## config.mk

```make
export PLATFORM = sky130hd
export DESIGN_NAME = adc_ladder_button_decoder
export DESIGN_NICKNAME = d
export VERILOG_FILES = /design/src/hw/rtl/abd_pkg.sv /design/src/hw/rtl/adc_ladder_button_decoder.sv /design/src/hw/rtl/abd_fifo.sv /design/src/hw/rtl/abd_divider.sv /design/src/hw/rtl/abd_back.sv
export SDC_FILE = /design/constraint.sdc
export NUM_CORES = 1
export LEC_CHECK = 0
export ABC_AREA = 0
export BUFFER_PORTS_ARGS = -buffer_cell sky130_fd_sc_hd__buf_2
export CORE_MARGIN = 2
export CORE_UTILIZATION = 50
export CTS_CLUSTER_DIAMETER = 30
export CTS_CLUSTER_SIZE = 16
export DETAILED_ROUTE_END_ITERATION = 8
export PLACE_DENSITY = 0.67
export SYNTH_ARGS = -nofsm -noshare
export SYNTH_HDL_FRONTEND = slang
export SYNTH_SLANG_ARGS = --single-unit
```

## constraint.sdc

```tcl
create_clock -name clock -period 14.25 [get_ports clock]
set_clock_uncertainty 0.2 [all_clocks]
set_input_delay 2.85 -clock clock [delete_from_list [all_inputs] [get_ports clock]]
set_output_delay 2.85 -clock clock [all_outputs]
set_load 0.05 [all_outputs]
```

## src/hw/rtl/abd_pkg.sv

```systemverilog
// Package for the ADC ladder button decoder: widths, level reset values,
// the sequencer state type, the sample type and the level array type. No dependencies.
package abd_pkg;

   localparam int SAMPLE_W   = 12;
   localparam int SUM_W      = 16;
   localparam int CNT_W      = 4;
   localparam int CODE_W     = 3;
   localparam int NUM_LEVELS = 8;
   localparam int NUM_CH     = 2;
   localparam int MAP_W      = NUM_CH * CODE_W;
   localparam int CSR_IDX_W  = 4;

   typedef logic [SAMPLE_W-1:0] sample_type;
   typedef sample_type level_array_type [NUM_LEVELS];

   localparam sample_type LEVEL_RESET [NUM_LEVELS] = '{
      12'd4095, 12'd1490, 12'd2358, 12'd1125,
      12'd3160, 12'd1280, 12'd1872, 12'd1002
   };

   typedef enum logic [2:0] {
      ST_IDLE,
      ST_MEAN,
      ST_ACCUM,
      ST_WIN,
      ST_SEARCH,
      ST_RESOLVE,
      ST_EMIT
   } state_type;

endpackage

```

## src/hw/rtl/adc_ladder_button_decoder.sv

```systemverilog
// Top level of the ADC ladder button decoder (abd_pkg, abd_fifo, abd_back): level registers,
// item queue, back end, result queue. An item that opens a window is accumulated directly; one
// inside a window first runs the serial mean divider for the jump test; one that closes it also
// runs a second division and an 8-step level search. One item at a time, the next taken once the
// last result is pushed, while results drain; two items queue ahead, two results behind. Synchronous
// active-high reset restores default levels, clears sums, count and held map, empties queues.
module adc_ladder_button_decoder
   import abd_pkg::*;
#(
   parameter int SAMPLES    = 10,
   parameter int JUMP_LIMIT = 100
) (
   input  logic                 clock,
   input  logic                 reset,
   // item side
   input  logic                 push,
   output logic                 full,
   input  logic [SAMPLE_W-1:0]  req_sample_a,
   input  logic [SAMPLE_W-1:0]  req_sample_b,
   // result side
   output logic                 empty,
   input  logic                 pop,
   output logic [MAP_W-1:0]     rsp_button_map,
   output logic                 rsp_map_updated,
   // register writes
   input  logic                 csr_valid,
   output logic                 csr_ready,
   input  logic [CSR_IDX_W-1:0] csr_index,
   input  logic [SAMPLE_W-1:0]  csr_wdata
);

   localparam int QUEUE_DEPTH = 2;

   level_array_type        level_ff;
   logic                   in_empty;
   logic                   in_pop;
   logic [2*SAMPLE_W-1:0]  in_data;
   logic                   out_full;
   logic                   out_push;
   logic [MAP_W:0]         out_data;
   logic [MAP_W:0]         rsp_data;

   // Register writes are always taken; an index past the last level is dropped.
   assign csr_ready = 1'b1;

   always_ff @(posedge clock) begin
      if (reset) begin
         level_ff <= LEVEL_RESET;
      end else if (csr_valid && (csr_index < CSR_IDX_W'(NUM_LEVELS))) begin
         level_ff[csr_index[CODE_W-1:0]] <= csr_wdata;
      end
   end

   // Front: hold incoming sample pairs until the back end is free.
   abd_fifo #(
      .WIDTH (2 * SAMPLE_W),
      .DEPTH (QUEUE_DEPTH)
   ) u_in_queue (
      .clock (clock),
      .reset (reset),
      .push  (push),
      .full  (full),
      .wdata ({req_sample_a, req_sample_b}),
      .pop   (in_pop),
      .empty (in_empty),
      .rdata (in_data)
   );

   // Back: jump test, window accumulation and nearest-level decode.
   abd_back #(
      .SAMPLES    (SAMPLES),
      .JUMP_LIMIT (JUMP_LIMIT)
   ) u_back (
      .clock    (clock),
      .reset    (reset),
      .in_empty (in_empty),
      .in_pop   (in_pop),
      .in_data  (in_data),
      .out_full (out_full),
      .out_push (out_push),
      .out_data (out_data),
      .levels   (level_ff)
   );

   // Result queue: lets the back end finish while the consumer stalls.
   abd_fifo #(
      .WIDTH (MAP_W + 1),
      .DEPTH (QUEUE_DEPTH)
   ) u_out_queue (
      .clock (clock),
      .reset (reset),
      .push  (out_push),
      .full  (out_full),
      .wdata (out_data),
      .pop   (pop),
      .empty (empty),
      .rdata (rsp_data)
   );

   assign rsp_button_map  = rsp_data[MAP_W:1];
   assign rsp_map_updated = rsp_data[0];

endmodule

```

## src/hw/rtl/abd_fifo.sv

```systemverilog
// Small register queue with push/full and pop/empty sides.
// Depends on nothing; used for the item queue and the result queue.
module abd_fifo #(
   parameter int WIDTH = 24,
   parameter int DEPTH = 2
) (
   input  logic             clock,
   input  logic             reset,
   input  logic             push,
   output logic             full,
   input  logic [WIDTH-1:0] wdata,
   input  logic             pop,
   output logic             empty,
   output logic [WIDTH-1:0] rdata
);

   localparam int PTR_W = (DEPTH > 1) ? $clog2(DEPTH) : 1;
   localparam int CNT_W = $clog2(DEPTH + 1);
   localparam logic [PTR_W-1:0] LAST = PTR_W'(DEPTH - 1);

   logic [WIDTH-1:0] mem_ff [DEPTH];
   logic [PTR_W-1:0] wr_ptr_ff, wr_ptr_in;
   logic [PTR_W-1:0] rd_ptr_ff, rd_ptr_in;
   logic [CNT_W-1:0] count_ff, count_in;
   logic             do_push, do_pop;

   assign full    = (count_ff == CNT_W'(DEPTH));
   assign empty   = (count_ff == '0);
   assign do_push = push && !full;
   assign do_pop  = pop && !empty;
   assign rdata   = mem_ff[rd_ptr_ff];

   always_comb begin
      wr_ptr_in = wr_ptr_ff;
      rd_ptr_in = rd_ptr_ff;
      count_in  = count_ff;
      if (do_push) begin
         wr_ptr_in = (wr_ptr_ff == LAST) ? '0 : wr_ptr_ff + 1'b1;
      end
      if (do_pop) begin
         rd_ptr_in = (rd_ptr_ff == LAST) ? '0 : rd_ptr_ff + 1'b1;
      end
      if (do_push && !do_pop) begin
         count_in = count_ff + 1'b1;
      end else if (do_pop && !do_push) begin
         count_in = count_ff - 1'b1;
      end
   end

   always_ff @(posedge clock) begin
      if (reset) begin
         wr_ptr_ff <= '0;
         rd_ptr_ff <= '0;
         count_ff  <= '0;
      end else begin
         wr_ptr_ff <= wr_ptr_in;
         rd_ptr_ff <= rd_ptr_in;
         count_ff  <= count_in;
      end
   end

   always_ff @(posedge clock) begin
      if (do_push) begin
         mem_ff[wr_ptr_ff] <= wdata;
      end
   end

endmodule

```

## src/hw/rtl/abd_divider.sv

```systemverilog
// Restoring serial divider, one quotient bit per cycle, for the running means.
// Depends on abd_pkg.
module abd_divider
   import abd_pkg::*;
(
   input  logic             clock,
   input  logic             reset,
   input  logic             start,
   input  logic [SUM_W-1:0] dividend,
   input  logic [CNT_W-1:0] divisor,
   output logic             busy,
   output logic             done,
   output logic [SUM_W-1:0] quotient
);

   localparam int STEP_W = $clog2(SUM_W);
   localparam logic [STEP_W-1:0] LAST_STEP = STEP_W'(SUM_W - 1);

   logic              busy_ff, busy_in;
   logic              done_ff, done_in;
   logic [STEP_W-1:0] step_ff, step_in;
   logic [SUM_W-1:0]  dq_ff, dq_in;
   logic [CNT_W-1:0]  rem_ff, rem_in;
   logic [CNT_W-1:0]  div_ff, div_in;
   logic [CNT_W:0]    trial;
   logic [CNT_W:0]    diff;
   logic              ge;

   assign trial    = {rem_ff, dq_ff[SUM_W-1]};
   assign ge       = (trial >= {1'b0, div_ff});
   assign diff     = trial - {1'b0, div_ff};
   assign busy     = busy_ff;
   assign done     = done_ff;
   assign quotient = dq_ff;

   always_comb begin
      busy_in = busy_ff;
      done_in = 1'b0;
      step_in = step_ff;
      dq_in   = dq_ff;
      rem_in  = rem_ff;
      div_in  = div_ff;
      if (start) begin
         // load operands
         busy_in = 1'b1;
         step_in = '0;
         dq_in   = dividend;
         rem_in  = '0;
         div_in  = divisor;
      end else if (busy_ff) begin
         // shift in one bit, subtract where it fits
         dq_in   = {dq_ff[SUM_W-2:0], ge};
         rem_in  = ge ? diff[CNT_W-1:0] : trial[CNT_W-1:0];
         step_in = step_ff + 1'b1;
         if (step_ff == LAST_STEP) begin
            busy_in = 1'b0;
            done_in = 1'b1;
         end
      end
   end

   always_ff @(posedge clock) begin
      if (reset) begin
         busy_ff <= 1'b0;
         done_ff <= 1'b0;
      end else begin
         busy_ff <= busy_in;
         done_ff <= done_in;
      end
   end

   always_ff @(posedge clock) begin
      step_ff <= step_in;
      dq_ff   <= dq_in;
      rem_ff  <= rem_in;
      div_ff  <= div_in;
   end

endmodule

```

## src/hw/rtl/abd_back.sv

```systemverilog
// Back end of the decoder: jump test, window sums and nearest-level search.
// Depends on abd_pkg and abd_divider.
module abd_back
   import abd_pkg::*;
#(
   parameter int SAMPLES    = 10,
   parameter int JUMP_LIMIT = 100
) (
   input  logic                     clock,
   input  logic                     reset,
   input  logic                     in_empty,
   output logic                     in_pop,
   input  logic [2*SAMPLE_W-1:0]    in_data,
   input  logic                     out_full,
   output logic                     out_push,
   output logic [MAP_W:0]           out_data,
   input  level_array_type          levels
);

   localparam logic [CNT_W-1:0]    SAMPLES_CNT = CNT_W'(SAMPLES);
   localparam logic [SAMPLE_W-1:0] JUMP_LIM    = SAMPLE_W'(JUMP_LIMIT);
   localparam logic [CODE_W-1:0]   LAST_IDX    = CODE_W'(NUM_LEVELS - 1);

   state_type state_ff, state_in;

   sample_type        samp_ff [NUM_CH];
   sample_type        samp_in [NUM_CH];
   logic [SUM_W-1:0]  sum_ff [NUM_CH];
   logic [SUM_W-1:0]  sum_in [NUM_CH];
   logic [SUM_W-1:0]  sum_new [NUM_CH];
   logic [CNT_W-1:0]  count_ff, count_in, count_new;
   logic              jump_ff, jump_in;
   sample_type        mean_ff [NUM_CH];
   sample_type        mean_in [NUM_CH];
   logic [CODE_W-1:0] idx_ff, idx_in;
   logic              below_v_ff [NUM_CH];
   logic              below_v_in [NUM_CH];
   sample_type        below_val_ff [NUM_CH];
   sample_type        below_val_in [NUM_CH];
   logic [CODE_W-1:0] below_idx_ff [NUM_CH];
   logic [CODE_W-1:0] below_idx_in [NUM_CH];
   logic              above_v_ff [NUM_CH];
   logic              above_v_in [NUM_CH];
   sample_type        above_val_ff [NUM_CH];
   sample_type        above_val_in [NUM_CH];
   logic [CODE_W-1:0] above_idx_ff [NUM_CH];
   logic [CODE_W-1:0] above_idx_in [NUM_CH];
   logic [MAP_W-1:0]  held_ff, held_in;
   logic              updated_ff, updated_in;

   logic              div_start;
   logic [CNT_W-1:0]  div_divisor;
   logic [SUM_W-1:0]  div_dividend [NUM_CH];
   logic              div_busy [NUM_CH];
   logic              div_done [NUM_CH];
   logic [SUM_W-1:0]  div_quot [NUM_CH];

   sample_type        lvl;
   sample_type        mean_now;
   sample_type        abs_diff;
   logic [CODE_W-1:0] code [NUM_CH];
   sample_type        d_up, d_down;

   assign lvl      = levels[idx_ff];
   assign out_data = {held_ff, updated_ff};

   for (genvar ch = 0; ch < NUM_CH; ch++) begin : g_div
      abd_divider u_div (
         .clock    (clock),
         .reset    (reset),
         .start    (div_start),
         .dividend (div_dividend[ch]),
         .divisor  (div_divisor),
         .busy     (div_busy[ch]),
         .done     (div_done[ch]),
         .quotient (div_quot[ch])
      );
   end

   always_comb begin
      state_in   = state_ff;
      count_in   = count_ff;
      jump_in    = jump_ff;
      idx_in     = idx_ff;
      held_in    = held_ff;
      updated_in = updated_ff;
      in_pop     = 1'b0;
      out_push   = 1'b0;
      div_start  = 1'b0;
      div_divisor = (state_ff == ST_IDLE) ? count_ff : SAMPLES_CNT;
      count_new  = (jump_ff ? '0 : count_ff) + 1'b1;
      mean_now   = '0;
      abs_diff   = '0;
      d_up       = '0;
      d_down     = '0;
      for (int ch = 0; ch < NUM_CH; ch++) begin
         samp_in[ch]      = samp_ff[ch];
         sum_in[ch]       = sum_ff[ch];
         mean_in[ch]      = mean_ff[ch];
         below_v_in[ch]   = below_v_ff[ch];
         below_val_in[ch] = below_val_ff[ch];
         below_idx_in[ch] = below_idx_ff[ch];
         above_v_in[ch]   = above_v_ff[ch];
         above_val_in[ch] = above_val_ff[ch];
         above_idx_in[ch] = above_idx_ff[ch];
         sum_new[ch]      = (jump_ff ? '0 : sum_ff[ch]) + SUM_W'(samp_ff[ch]);
         div_dividend[ch] = (state_ff == ST_IDLE) ? sum_ff[ch] : sum_new[ch];
         code[ch]         = '0;
      end

      unique case (state_ff)
         ST_IDLE: begin
            jump_in = 1'b0;
            if (!in_empty) begin
               in_pop     = 1'b1;
               samp_in[0] = in_data[2*SAMPLE_W-1:SAMPLE_W];
               samp_in[1] = in_data[SAMPLE_W-1:0];
               if (count_ff != '0) begin
                  div_start = 1'b1;
                  state_in  = ST_MEAN;
               end else begin
                  state_in  = ST_ACCUM;
               end
            end
         end
         ST_MEAN: begin
            if (div_done[0]) begin
               for (int ch = 0; ch < NUM_CH; ch++) begin
                  mean_now = div_quot[ch][SAMPLE_W-1:0];
                  abs_diff = (samp_ff[ch] > mean_now) ? samp_ff[ch] - mean_now
                                                      : mean_now - samp_ff[ch];
                  if (abs_diff > JUMP_LIM) begin
                     jump_in = 1'b1;
                  end
               end
               state_in = ST_ACCUM;
            end
         end
         ST_ACCUM: begin
            for (int ch = 0; ch < NUM_CH; ch++) begin
               sum_in[ch] = sum_new[ch];
            end
            count_in = count_new;
            if (count_new == SAMPLES_CNT) begin
               div_start = 1'b1;
               state_in  = ST_WIN;
            end else begin
               updated_in = 1'b0;
               state_in   = ST_EMIT;
            end
         end
         ST_WIN: begin
            if (div_done[0]) begin
               for (int ch = 0; ch < NUM_CH; ch++) begin
                  mean_in[ch]    = div_quot[ch][SAMPLE_W-1:0];
                  below_v_in[ch] = 1'b0;
                  above_v_in[ch] = 1'b0;
               end
               idx_in   = '0;
               state_in = ST_SEARCH;
            end
         end
         ST_SEARCH: begin
            // one level per cycle, both channels side by side
            for (int ch = 0; ch < NUM_CH; ch++) begin
               if (mean_ff[ch] > lvl) begin
                  if (!below_v_ff[ch] || (below_val_ff[ch] < lvl)) begin
                     below_v_in[ch]   = 1'b1;
                     below_val_in[ch] = lvl;
                     below_idx_in[ch] = idx_ff;
                  end
               end else begin
                  if (!above_v_ff[ch] || (above_val_ff[ch] > lvl)) begin
                     above_v_in[ch]   = 1'b1;
                     above_val_in[ch] = lvl;
                     above_idx_in[ch] = idx_ff;
                  end
               end
            end
            idx_in = idx_ff + 1'b1;
            if (idx_ff == LAST_IDX) begin
               state_in = ST_RESOLVE;
            end
         end
         ST_RESOLVE: begin
            for (int ch = 0; ch < NUM_CH; ch++) begin
               d_up   = above_val_ff[ch] - mean_ff[ch];
               d_down = mean_ff[ch] - below_val_ff[ch];
               if (!above_v_ff[ch]) begin
                  code[ch] = below_idx_ff[ch];
               end else if (!below_v_ff[ch]) begin
                  code[ch] = above_idx_ff[ch];
               end else begin
                  code[ch] = (d_up > d_down) ? below_idx_ff[ch] : above_idx_ff[ch];
               end
               sum_in[ch] = '0;
            end
            held_in    = {code[0], code[1]};
            count_in   = '0;
            updated_in = 1'b1;
            state_in   = ST_EMIT;
         end
         ST_EMIT: begin
            if (!out_full) begin
               out_push = 1'b1;
               state_in = ST_IDLE;
            end
         end
         default: begin
            state_in = ST_IDLE;
         end
      endcase
   end

   always_ff @(posedge clock) begin
      if (reset) begin
         state_ff <= ST_IDLE;
         count_ff <= '0;
         jump_ff  <= 1'b0;
         held_ff  <= '0;
         for (int ch = 0; ch < NUM_CH; ch++) begin
            sum_ff[ch] <= '0;
         end
      end else begin
         state_ff <= state_in;
         count_ff <= count_in;
         jump_ff  <= jump_in;
         held_ff  <= held_in;
         for (int ch = 0; ch < NUM_CH; ch++) begin
            sum_ff[ch] <= sum_in[ch];
         end
      end
   end

   always_ff @(posedge clock) begin
      idx_ff     <= idx_in;
      updated_ff <= updated_in;
      for (int ch = 0; ch < NUM_CH; ch++) begin
         samp_ff[ch]      <= samp_in[ch];
         mean_ff[ch]      <= mean_in[ch];
         below_v_ff[ch]   <= below_v_in[ch];
         below_val_ff[ch] <= below_val_in[ch];
         below_idx_ff[ch] <= below_idx_in[ch];
         above_v_ff[ch]   <= above_v_in[ch];
         above_val_ff[ch] <= above_val_in[ch];
         above_idx_ff[ch] <= above_idx_in[ch];
      end
   end

   // a window never stays full between items
   a_count_below: assert property (@(posedge clock) disable iff (reset)
      (state_ff == ST_IDLE) |-> (count_ff < SAMPLES_CNT))
      else $error("sample count reached window length while idle");

   // the divider is never restarted mid-division
   a_div_idle: assert property (@(posedge clock) disable iff (reset)
      div_start |-> !div_busy[0] && !div_busy[1])
      else $error("divider started while busy");

   // a result pushed returns the sequencer to idle
   a_emit_idle: assert property (@(posedge clock) disable iff (reset)
      out_push |=> (state_ff == ST_IDLE))
      else $error("sequencer did not return to idle after a result");

   // a completed window always reports an update
   a_window_flag: assert property (@(posedge clock) disable iff (reset)
      (state_ff == ST_RESOLVE) |=> updated_ff && (count_ff == '0))
      else $error("window completion not flagged");

endmodule
```

==> metrics.log, run 1 <==
INFO  metric drt_iter0_drc = 1157
INFO  metric drtAntennaViolNets = 0
INFO  metric cp_max_fo = 15
INFO  metric cp_data_arrival_time = 5.19 ns
INFO  metric diodes = 0
INFO  metric timing.critical_path.required = 14.27 ns
INFO  metric timing.critical_path.slowest_stage_cell = sky130_fd_sc_hd__mux2i_1
INFO  metric final_min_period_over_clock_period = 0.363
INFO  metric initial_antenna_violation_count = 0
INFO  metric critical_path.startpoint_type = flop
INFO  metric synth_top_cell_area_share = 0.283
INFO  metric finalWirelength = 53300 um
INFO  metric nFillCells = 3795
INFO  metric overflow = 0
INFO  metric fin_setup_tns = 0 ns
INFO  metric die-width = 217 um
INFO  metric final-hold-violation-count = 0
INFO  metric route.detailed.drc = 0
INFO  metric holdPathStages = 0
INFO  metric hp-start = u_back.g_div[0].u_div.quotient[11]
INFO  metric cp_common_cell = sky130_fd_sc_hd__nor2_1
INFO  metric clockRootBuffer = sky130_fd_sc_hd__clkbuf_16
INFO  metric power.density_cell_area = 210 nW/um^2
INFO  metric post_synth.cell_area_avg = 10.0 um^2
INFO  metric synth_ff_type = sky130_fd_sc_hd__edfxtp_1
INFO  metric max_cap_viols = 0
INFO  metric routabilityCongestion = 0.909
INFO  metric pin_count_of_the_biggest_net_entering_global_routing = 81
INFO  metric ff2ff_setup_slack = 9.08 ns
INFO  metric grt_setup_unrepaired = no
INFO  metric clkSlewWorstSetupHoldPaths = 0.04 ns
INFO  metric worst_slew_margin_rel = 0.234
INFO  metric grt_pass1_wl = 86900 um
INFO  metric fin_hold_ws = 0.246 ns
INFO  metric post_cts_resized = 0
INFO  metric seq_area_frac_synth = 0.434
INFO  metric yosys.cell_types.count = 80
INFO  metric cts-root-to-sink-buffers = 3
INFO  metric grt_util_all_layers = 0.230
INFO  metric cts.hold.buffers_added = 0
INFO  metric startpoint_of_the_most_critical_register_to_register_path = u_back.idx_ff[1]
INFO  metric run_status = completed
INFO  metric drt-vias-per-instance = 5.65
INFO  metric dr_total_vias = 16897
INFO  metric post_synth_inst_count = 2261
INFO  metric number_of_global_route_vias_before_repair = 16919
INFO  metric critical-path-max-stage-delay = 0.73 ns
INFO  metric core-area = 45100 um^2
INFO  metric hold_end = u_back.mean_ff[0][11]
INFO  metric worstPathCellList = mux4_2, mux2i_1, ha_1, nor2b_1, o21ai_0, nand2b_1, a21oi_1, nor3_1, a2111oi_0, nor2_1, nor2_1, and2_1
INFO  metric count_of_flip_flops_with_a_built_in_enable_after_synthesis = 214
INFO  metric area_delta_synth_final = 16.1%
INFO  metric worst_r2r_endpoint = u_back.above_val_ff[0][2]
INFO  metric num-nets-final = 2605
INFO  metric layout_commonest_cell = sky130_fd_sc_hd__ha_1
INFO  metric tightest_slew = 1.15 ns
INFO  metric num_io_pins = 55
INFO  metric port_buffers = 53
INFO  metric cts_max_level = 3
INFO  metric die_height = 217 um
INFO  metric ys_warn_count = 0
INFO  metric min-delay-path-class = flop to flop
INFO  metric layout.cells.most_common_list = 224 x sky130_fd_sc_hd__ha_1, 223 x sky130_fd_sc_hd__nand2_1, 214 x sky130_fd_sc_hd__edfxtp_1
INFO  metric die_area = 47100 um^2
INFO  metric rows = 78
INFO  metric netlist_top_cells_area = sky130_fd_sc_hd__edfxtp_1 28%, sky130_fd_sc_hd__dfxtp_1 15%, sky130_fd_sc_hd__ha_1 12%
INFO  metric async_flop_share = 0
INFO  metric synth_nets = 2542
INFO  metric worst_r2r_path_depth = 12
INFO  metric hpwlAfterDp = 37400 um
INFO  metric insertion_delay = 0.61 ns
INFO  metric flop_and_latch_count_out_of_synthesis = 385
INFO  metric static-leakage-power = 11.1 nW
INFO  metric share_of_cells_above_drive_strength_1 = 0.128
INFO  metric tritoncts_clock_tree = built
INFO  metric numClockSinks = 385
INFO  metric max_clock_freq = 0.194 GHz
INFO  metric syn-cell-area = 22700 um^2
INFO  metric setup_viol_count_final = 0
INFO  metric drtPass1Iterations = 5
INFO  metric post-synth-top-area-cell = sky130_fd_sc_hd__edfxtp_1
INFO  metric maxSlewViolCount = 0
INFO  metric cts_buffers = 83
INFO  metric setup.worst_path.end_class = flop
INFO  metric vdd_drop_max = 0.150 mV
INFO  metric post_cts.repair.setup_buffers = 0
INFO  metric crit_type = flop to flop
INFO  metric post_drt_wl_per_cell = 17.8 um
INFO  metric initial_core_util = 0.504
INFO  metric layout_min_cycle_time = 5.17 ns
final cells by class:
| class | count | area, um^2 | share of cell area |
|---|---|---|---|
| Inverter | 160 | 601 | 0.0228 |
| Tap cell | 600 | 751 | 0.0285 |
| Sequential cell | 385 | 9850 | 0.374 |
| Clock inverter | 55 | 682 | 0.0259 |
| Multi-Input combinational cell | 1616 | 11900 | 0.450 |
| Timing Repair Buffer | 78 | 455 | 0.0173 |
| Clock buffer | 96 | 2160 | 0.0818 |
worst max path at each step:
stage / from / end / depth (start not counted)
after floorplan: u_back.idx_ff[0] / u_back.above_idx_ff[0][3] / 13
after global placement: u_back.idx_ff[1] / u_back.above_idx_ff[0][4] / 10
after detailed placement: u_back.idx_ff[1] / u_back.above_idx_ff[0][4] / 10
after CTS: u_back.idx_ff[1] / u_back.above_val_ff[0][2] / 12
after global routing: u_back.idx_ff[1] / u_back.above_val_ff[0][2] / 12
final: u_back.idx_ff[1] / u_back.above_val_ff[0][2] / 12
routing by layer:
| layer | track usage | part of all wire | up-vias |
|---|---|---|---|
| met1 | 0.292 | 0.43 | 8161 |
| met3 | 0.0369 | 0.050 | 82 |
| met4 | 0.0852 | 0.022 | 0 |
| met2 | 0.397 | 0.49 | 420 |
| li1 | - | - | 8234 |
| met5 | 0 | 0 | - |
sequential cells by signal, summed over array words and instances (netlist names), 3 cells and up, named ones only:
register / flops
level_ff: 96
u_back.above_idx_ff: 6
u_back.above_val_ff: 24
u_back.below_idx_ff: 6
u_back.below_val_ff: 24
u_back.count_ff: 4
u_back.g_div.u_div.div_ff: 4
u_back.g_div.u_div.quotient: 32
u_back.g_div.u_div.rem_ff: 8
u_back.g_div.u_div.step_ff: 8
u_back.held_ff: 6
u_back.idx_ff: 3
u_back.mean_ff: 24
u_back.samp_ff: 24
u_back.state_ff: 3
u_back.sum_ff: 32
u_in_queue.mem_ff: 48
u_out_queue.mem_ff: 14
Yosys cell counts, types with 24 or more instances:
master,number
sky130_fd_sc_hd__nor2b_1,71
sky130_fd_sc_hd__nor3_1,33
sky130_fd_sc_hd__ha_1,224
sky130_fd_sc_hd__o21ai_0,75
sky130_fd_sc_hd__mux4_2,24
sky130_fd_sc_hd__a21oi_1,145
sky130_fd_sc_hd__nand3b_1,39
sky130_fd_sc_hd__dfxtp_1,171
sky130_fd_sc_hd__inv_1,159
sky130_fd_sc_hd__a22oi_1,27
sky130_fd_sc_hd__nor2_1,191
sky130_fd_sc_hd__nand2b_1,39
sky130_fd_sc_hd__clkbuf_1,77
sky130_fd_sc_hd__a21o_1,58
sky130_fd_sc_hd__mux2i_1,58
sky130_fd_sc_hd__nand2_1,223
sky130_fd_sc_hd__xnor2_1,49
sky130_fd_sc_hd__edfxtp_1,214
sky130_fd_sc_hd__xor2_1,44
sky130_fd_sc_hd__a31oi_1,25
sky130_fd_sc_hd__mux2_2,35
sky130_fd_sc_hd__nand4_1,31
cell families (layout without fill, tap and decap cells):
kind of cell,Yosys count,after routing,synth area share
AND/OR/NAND/NOR,704,704,0.150
AO/OA/AOI/OAI,465,465,0.135
flip-flops,385,385,0.434
buffers and inverters,260,389,0.0449
adder cells (fa/ha/maj),236,236,0.134
multiplexers,117,117,0.0667
XOR/XNOR,93,93,0.0359
other,1,1,0.000165
stage by stage:
step | utilization | instances | area (um^2) | power, mW | setup slack [ns]
finish | 0.585 | 2990 | 26400 | 5.53 | 9.08
global route | 0.585 | 2990 | 26400 | 5.88 | 8.82
floorplan | - | 2261 | 22700 | 3.11 | 8.63
CTS | 0.585 | 2990 | 26400 | 5.55 | 9.16
detailed placement | 0.522 | 2839 | 23500 | 3.59 | 9.21
global placement | 0.522 | 2839 | 23500 | 3.52 | 9.33
critical path: cells and delay by family, from the launching register on:
| kind | cells | cell delay [ns] |
|---|---|---|
| muxes | 2 | 1.30 |
| adders and majority gates | 1 | 0.39 |
| and+or+nand+nor | 6 | 1.30 |
| AOI/OAI and AO/OA | 3 | 0.96 |
| DFF | 1 | 0.63 |
power by group:
| part | switching [mW] | internal (mW) |
|---|---|---|
| logic | 1.18 | 0.824 |
| registers | 0.184 | 1.42 |
| clock network | 0.624 | 1.31 |
Power figures use the tool's default switching activity.
==> inputs of run 2 (changes only) <==
--- a/config.mk
+++ b/config.mk
@@ -12,7 +12,7 @@
 export CTS_CLUSTER_DIAMETER = 30
 export CTS_CLUSTER_SIZE = 16
 export DETAILED_ROUTE_END_ITERATION = 8
-export PLACE_DENSITY = 0.67
+export PLACE_DENSITY = 0.7
 export SYNTH_ARGS = -nofsm -noshare
 export SYNTH_HDL_FRONTEND = slang
 export SYNTH_SLANG_ARGS = --single-unit
==> constraint.sdc (replaced) <==
create_clock -name clock -period 4.41 [get_ports clock]
set_clock_uncertainty 0.2 [all_clocks]
set_input_delay 0.882 -clock clock [delete_from_list [all_inputs] [get_ports clock]]
set_output_delay 0.882 -clock clock [all_outputs]
set_load 0.05 [all_outputs]
==> run 2 against run 1 <==
Clock-buffer cell count is 3 lower; wire length is 0.22% higher; global-route usage hardly changed; critical path type unchanged; critical endpoint is now u_back.held_ff[0].
==> metrics.log, run 2 (synthesis results as in run 1) <==
INFO  metric run_status = completed (unchanged)
INFO  metric fin_hold_ws = 0.252 ns (was 0.246 ns)
INFO  metric drt-vias-per-instance = 5.65 (about the same)
INFO  metric clkSlewWorstSetupHoldPaths = 0.05 ns (was 0.04 ns)
INFO  metric routabilityCongestion = 0.898 (was 0.909)
INFO  metric number_of_global_route_vias_before_repair = 17235 (was 16919)
INFO  metric placed_cells = 2874 (was 2839)
INFO  metric dr_total_vias = 17076 (was 16897)
INFO  metric tritoncts_clock_tree = built (unchanged)
INFO  metric worstPathCellList = buf_4, ha_1, inv_1, fa_1, a21o_1, a21oi_2, o21bai_1, a21oi_2, nor2b_1, o21a_1, o21ai_1, nand2b_1, a21oi_1, xnor2_1, ha_1, nand4_1, buf_4, o31ai_2, o21a_2, mux2i_1, a211oi_1 (was mux4_2, mux2i_1, ha_1, nor2b_1, o21ai_0, nand2b_1, a21oi_1, nor3_1, a2111oi_0, nor2_1, nor2_1, and2_1)
INFO  metric vdd_drop_max = 0.440 mV (was 0.150 mV)
INFO  metric die-width = 217 um (unchanged)
INFO  metric final-hold-violation-count = 0 (unchanged)
INFO  metric rows = 78 (unchanged)
INFO  metric stdcell_count = 3024 (was 2990)
INFO  metric power.density_cell_area = 666 nW/um^2 (was 210 nW/um^2)
INFO  metric layout.cells.most_common_list = 223 x sky130_fd_sc_hd__nand2_1, 223 x sky130_fd_sc_hd__ha_1, 214 x sky130_fd_sc_hd__edfxtp_1 (was 224 x sky130_fd_sc_hd__ha_1, 223 x sky130_fd_sc_hd__nand2_1, 214 x sky130_fd_sc_hd__edfxtp_1)
INFO  metric min-delay-path-class = flop to flop (unchanged)
INFO  metric insertion_delay = 0.61 ns (about the same)
INFO  metric drtPass1Iterations = 6 (was 5)
INFO  metric finalWirelength = 53500 um (was 53300 um)
INFO  metric numClockSinks = 385 (unchanged)
INFO  metric overflow = 0 (unchanged)
INFO  metric core-area = 45100 um^2 (unchanged)
INFO  metric startpoint_of_the_most_critical_register_to_register_path = u_back.mean_ff[0][12] (was u_back.idx_ff[1])
INFO  metric holdPathStages = 0 (unchanged)
INFO  metric post_drt_wl_per_cell = 17.7 um (was 17.8 um)
INFO  metric max_clock_freq = 0.237 GHz (was 0.194 GHz)
INFO  metric worst_r2r_endpoint = u_back.held_ff[0] (was u_back.above_val_ff[0][2])
INFO  metric max_cap_viols = 0 (unchanged)
INFO  metric cts_buffers = 79 (was 83)
INFO  metric ff2ff_setup_slack = 0.19 ns (was 9.08 ns)
INFO  metric grt_util_all_layers = 0.231 (was 0.230)
INFO  metric die_area = 47100 um^2 (unchanged)
INFO  metric setup.worst_path.end_class = flop (unchanged)
INFO  metric cts_max_level = 3 (unchanged)
INFO  metric static-leakage-power = 11.2 nW (was 11.1 nW)
INFO  metric timing.critical_path.required = 4.65 ns (was 14.27 ns)
INFO  metric hp-start = u_back.held_ff[4] (was u_back.g_div[0].u_div.quotient[11])
INFO  metric hold_end = u_out_queue.mem_ff[0][5] (was u_back.mean_ff[0][11])
INFO  metric top_regs = level_ff (96), u_in_queue.mem_ff (48) (unchanged)
INFO  metric timing.critical_path.slowest_stage_cell = sky130_fd_sc_hd__fa_1 (was sky130_fd_sc_hd__mux2i_1)
INFO  metric critical_path.startpoint_type = flop (unchanged)
INFO  metric num-nets-final = 2639 (was 2605)
INFO  metric area_delta_synth_final = 17.6% (was 16.1%)
INFO  metric initial_antenna_violation_count = 1 (was 0)
INFO  metric clockRootBuffer = sky130_fd_sc_hd__clkbuf_16 (unchanged)
INFO  metric pin_count_of_the_biggest_net_entering_global_routing = 70 (was 81)
INFO  metric largest-register = level_ff (unchanged)
INFO  metric die_height = 217 um (unchanged)
INFO  metric drt_iter0_drc = 1110 (was 1157)
INFO  metric setup_viol_count_final = 0 (unchanged)
INFO  metric layout_min_cycle_time = 4.22 ns (was 5.17 ns)
INFO  metric cts-root-to-sink-buffers = 3 (unchanged)
INFO  metric maxSlewViolCount = 0 (unchanged)
INFO  metric port_buffers = 53 (unchanged)
INFO  metric critical-path-max-stage-delay = 0.40 ns (was 0.73 ns)
INFO  metric largest_reg_flops = 96 (unchanged)
INFO  metric cts.hold.buffers_added = 0 (unchanged)
INFO  metric final_min_period_over_clock_period = 0.957 (was 0.363)
INFO  metric cp_max_fo = 3 (was 15)
INFO  metric share_of_cells_above_drive_strength_1 = 0.153 (was 0.128)
INFO  metric cp_data_arrival_time = 4.45 ns (was 5.19 ns)
INFO  metric worst_slew_margin_rel = 0.226 (was 0.234)
INFO  metric num_io_pins = 55 (unchanged)
INFO  metric route.detailed.drc = 0 (unchanged)
INFO  metric drtAntennaViolNets = 0 (unchanged)
INFO  metric worst_r2r_path_depth = 21 (was 12)
INFO  metric nFillCells = 3724 (was 3795)
INFO  metric initial_core_util = 0.504 (unchanged)
INFO  metric hpwlAfterDp = 38500 um (was 37400 um)
INFO  metric crit_type = flop to flop (unchanged)
INFO  metric grt_pass1_wl = 87200 um (was 86900 um)
INFO  metric tightest_slew = 1.16 ns (was 1.15 ns)
run 2: changes by cell type in the layout (fill, tap and decap cells not counted), moves of 4 or more:
cell / previous run / this run
sky130_fd_sc_hd__o21ai_1: 2 / 8
sky130_fd_sc_hd__a21oi_1: 145 / 134
sky130_fd_sc_hd__bufinv_16: 12 / 8
sky130_fd_sc_hd__clkinv_2: 13 / 6
sky130_fd_sc_hd__buf_4: 26 / 63
sky130_fd_sc_hd__a21oi_2: 3 / 13
sky130_fd_sc_hd__o21ai_0: 75 / 67
sky130_fd_sc_hd__clkinv_4: 2 / 16
run 2: worst max-delay path, delay by kind of cell, from the launching register on:
family	cells	cell delay, ns
fa+ha+maj	3	0.83
xor+xnor	1	0.09
compound gates	10	1.71
buf+inv	3	0.35
simple gates	3	0.30
flops	1	0.35
mux	1	0.23
run 2: through the flow:
stage | util | setup TNS (ns) | power, mW | setup WS (ns) | cell area, um^2
after CTS | 0.589 | 0 | 17.8 | 0.0138 | 26600
after global placement | 0.528 | -0.0994 | 11.5 | -0.0348 | 23800
after global routing | 0.592 | -0.0486 | 18.9 | -0.0303 | 26700
after detailed placement | 0.528 | -0.454 | 11.7 | -0.0974 | 23800
after floorplan | - | 0 | 10.1 | 0.00897 | 22700
final | 0.592 | 0 | 17.8 | 0.191 | 26700
run 2: repair_timing:
action	4_1_cts	5_1_grt
pin swaps	4	8
endpoints found under the setup margin	6	36
gates resized for setup	6	33
endpoints found under the hold margin	0	0
buffers inserted	1	2
run 2: metal layers:
metal,global-route usage,share of wire
met3,0.0379,0.050
met5,0,0
met2,0.396,0.49
met1,0.287,0.43
met4,0.102,0.036
run 2: area by class of cell:
cell class                      count  area, um^2  share of cell area
Timing Repair Buffer              116         753              0.0282
Clock inverter                     53         617              0.0231
Tap cell                          600         751              0.0281
Antenna cell                        1        2.50           0.0000937
Multi-Input combinational cell   1616       12000               0.450
Sequential cell                   385        9850               0.369
Clock buffer                       93        2110              0.0791
Inverter                          160         601              0.0225
run 2: power breakdown:
group | total (mW) | switching, mW | internal [mW]
combinational | 6.69 | 3.89 | 2.79
sequential | 5.16 | 0.578 | 4.58
clock | 5.95 | 2.01 | 3.94
run 2: worst max path at each step:
stage	from	endpoint	slack, ns	cells after the start
2_1_floorplan	u_back.idx_ff[1]	u_back.above_idx_ff[0][3]	0.009	13
3_5_place_dp	u_back.mean_ff[0][0]	u_back.held_ff[5]	-0.1	21
3_3_place_gp	u_back.mean_ff[0][0]	u_back.held_ff[4]	-0.03	20
6_report	u_back.mean_ff[0][12]	u_back.held_ff[0]	0.19	21
4_1_cts	u_back.mean_ff[0][12]	u_back.held_ff[0]	0.01	21
5_1_grt	u_back.mean_ff[0][12]	u_back.held_ff[2]	-0.03	21
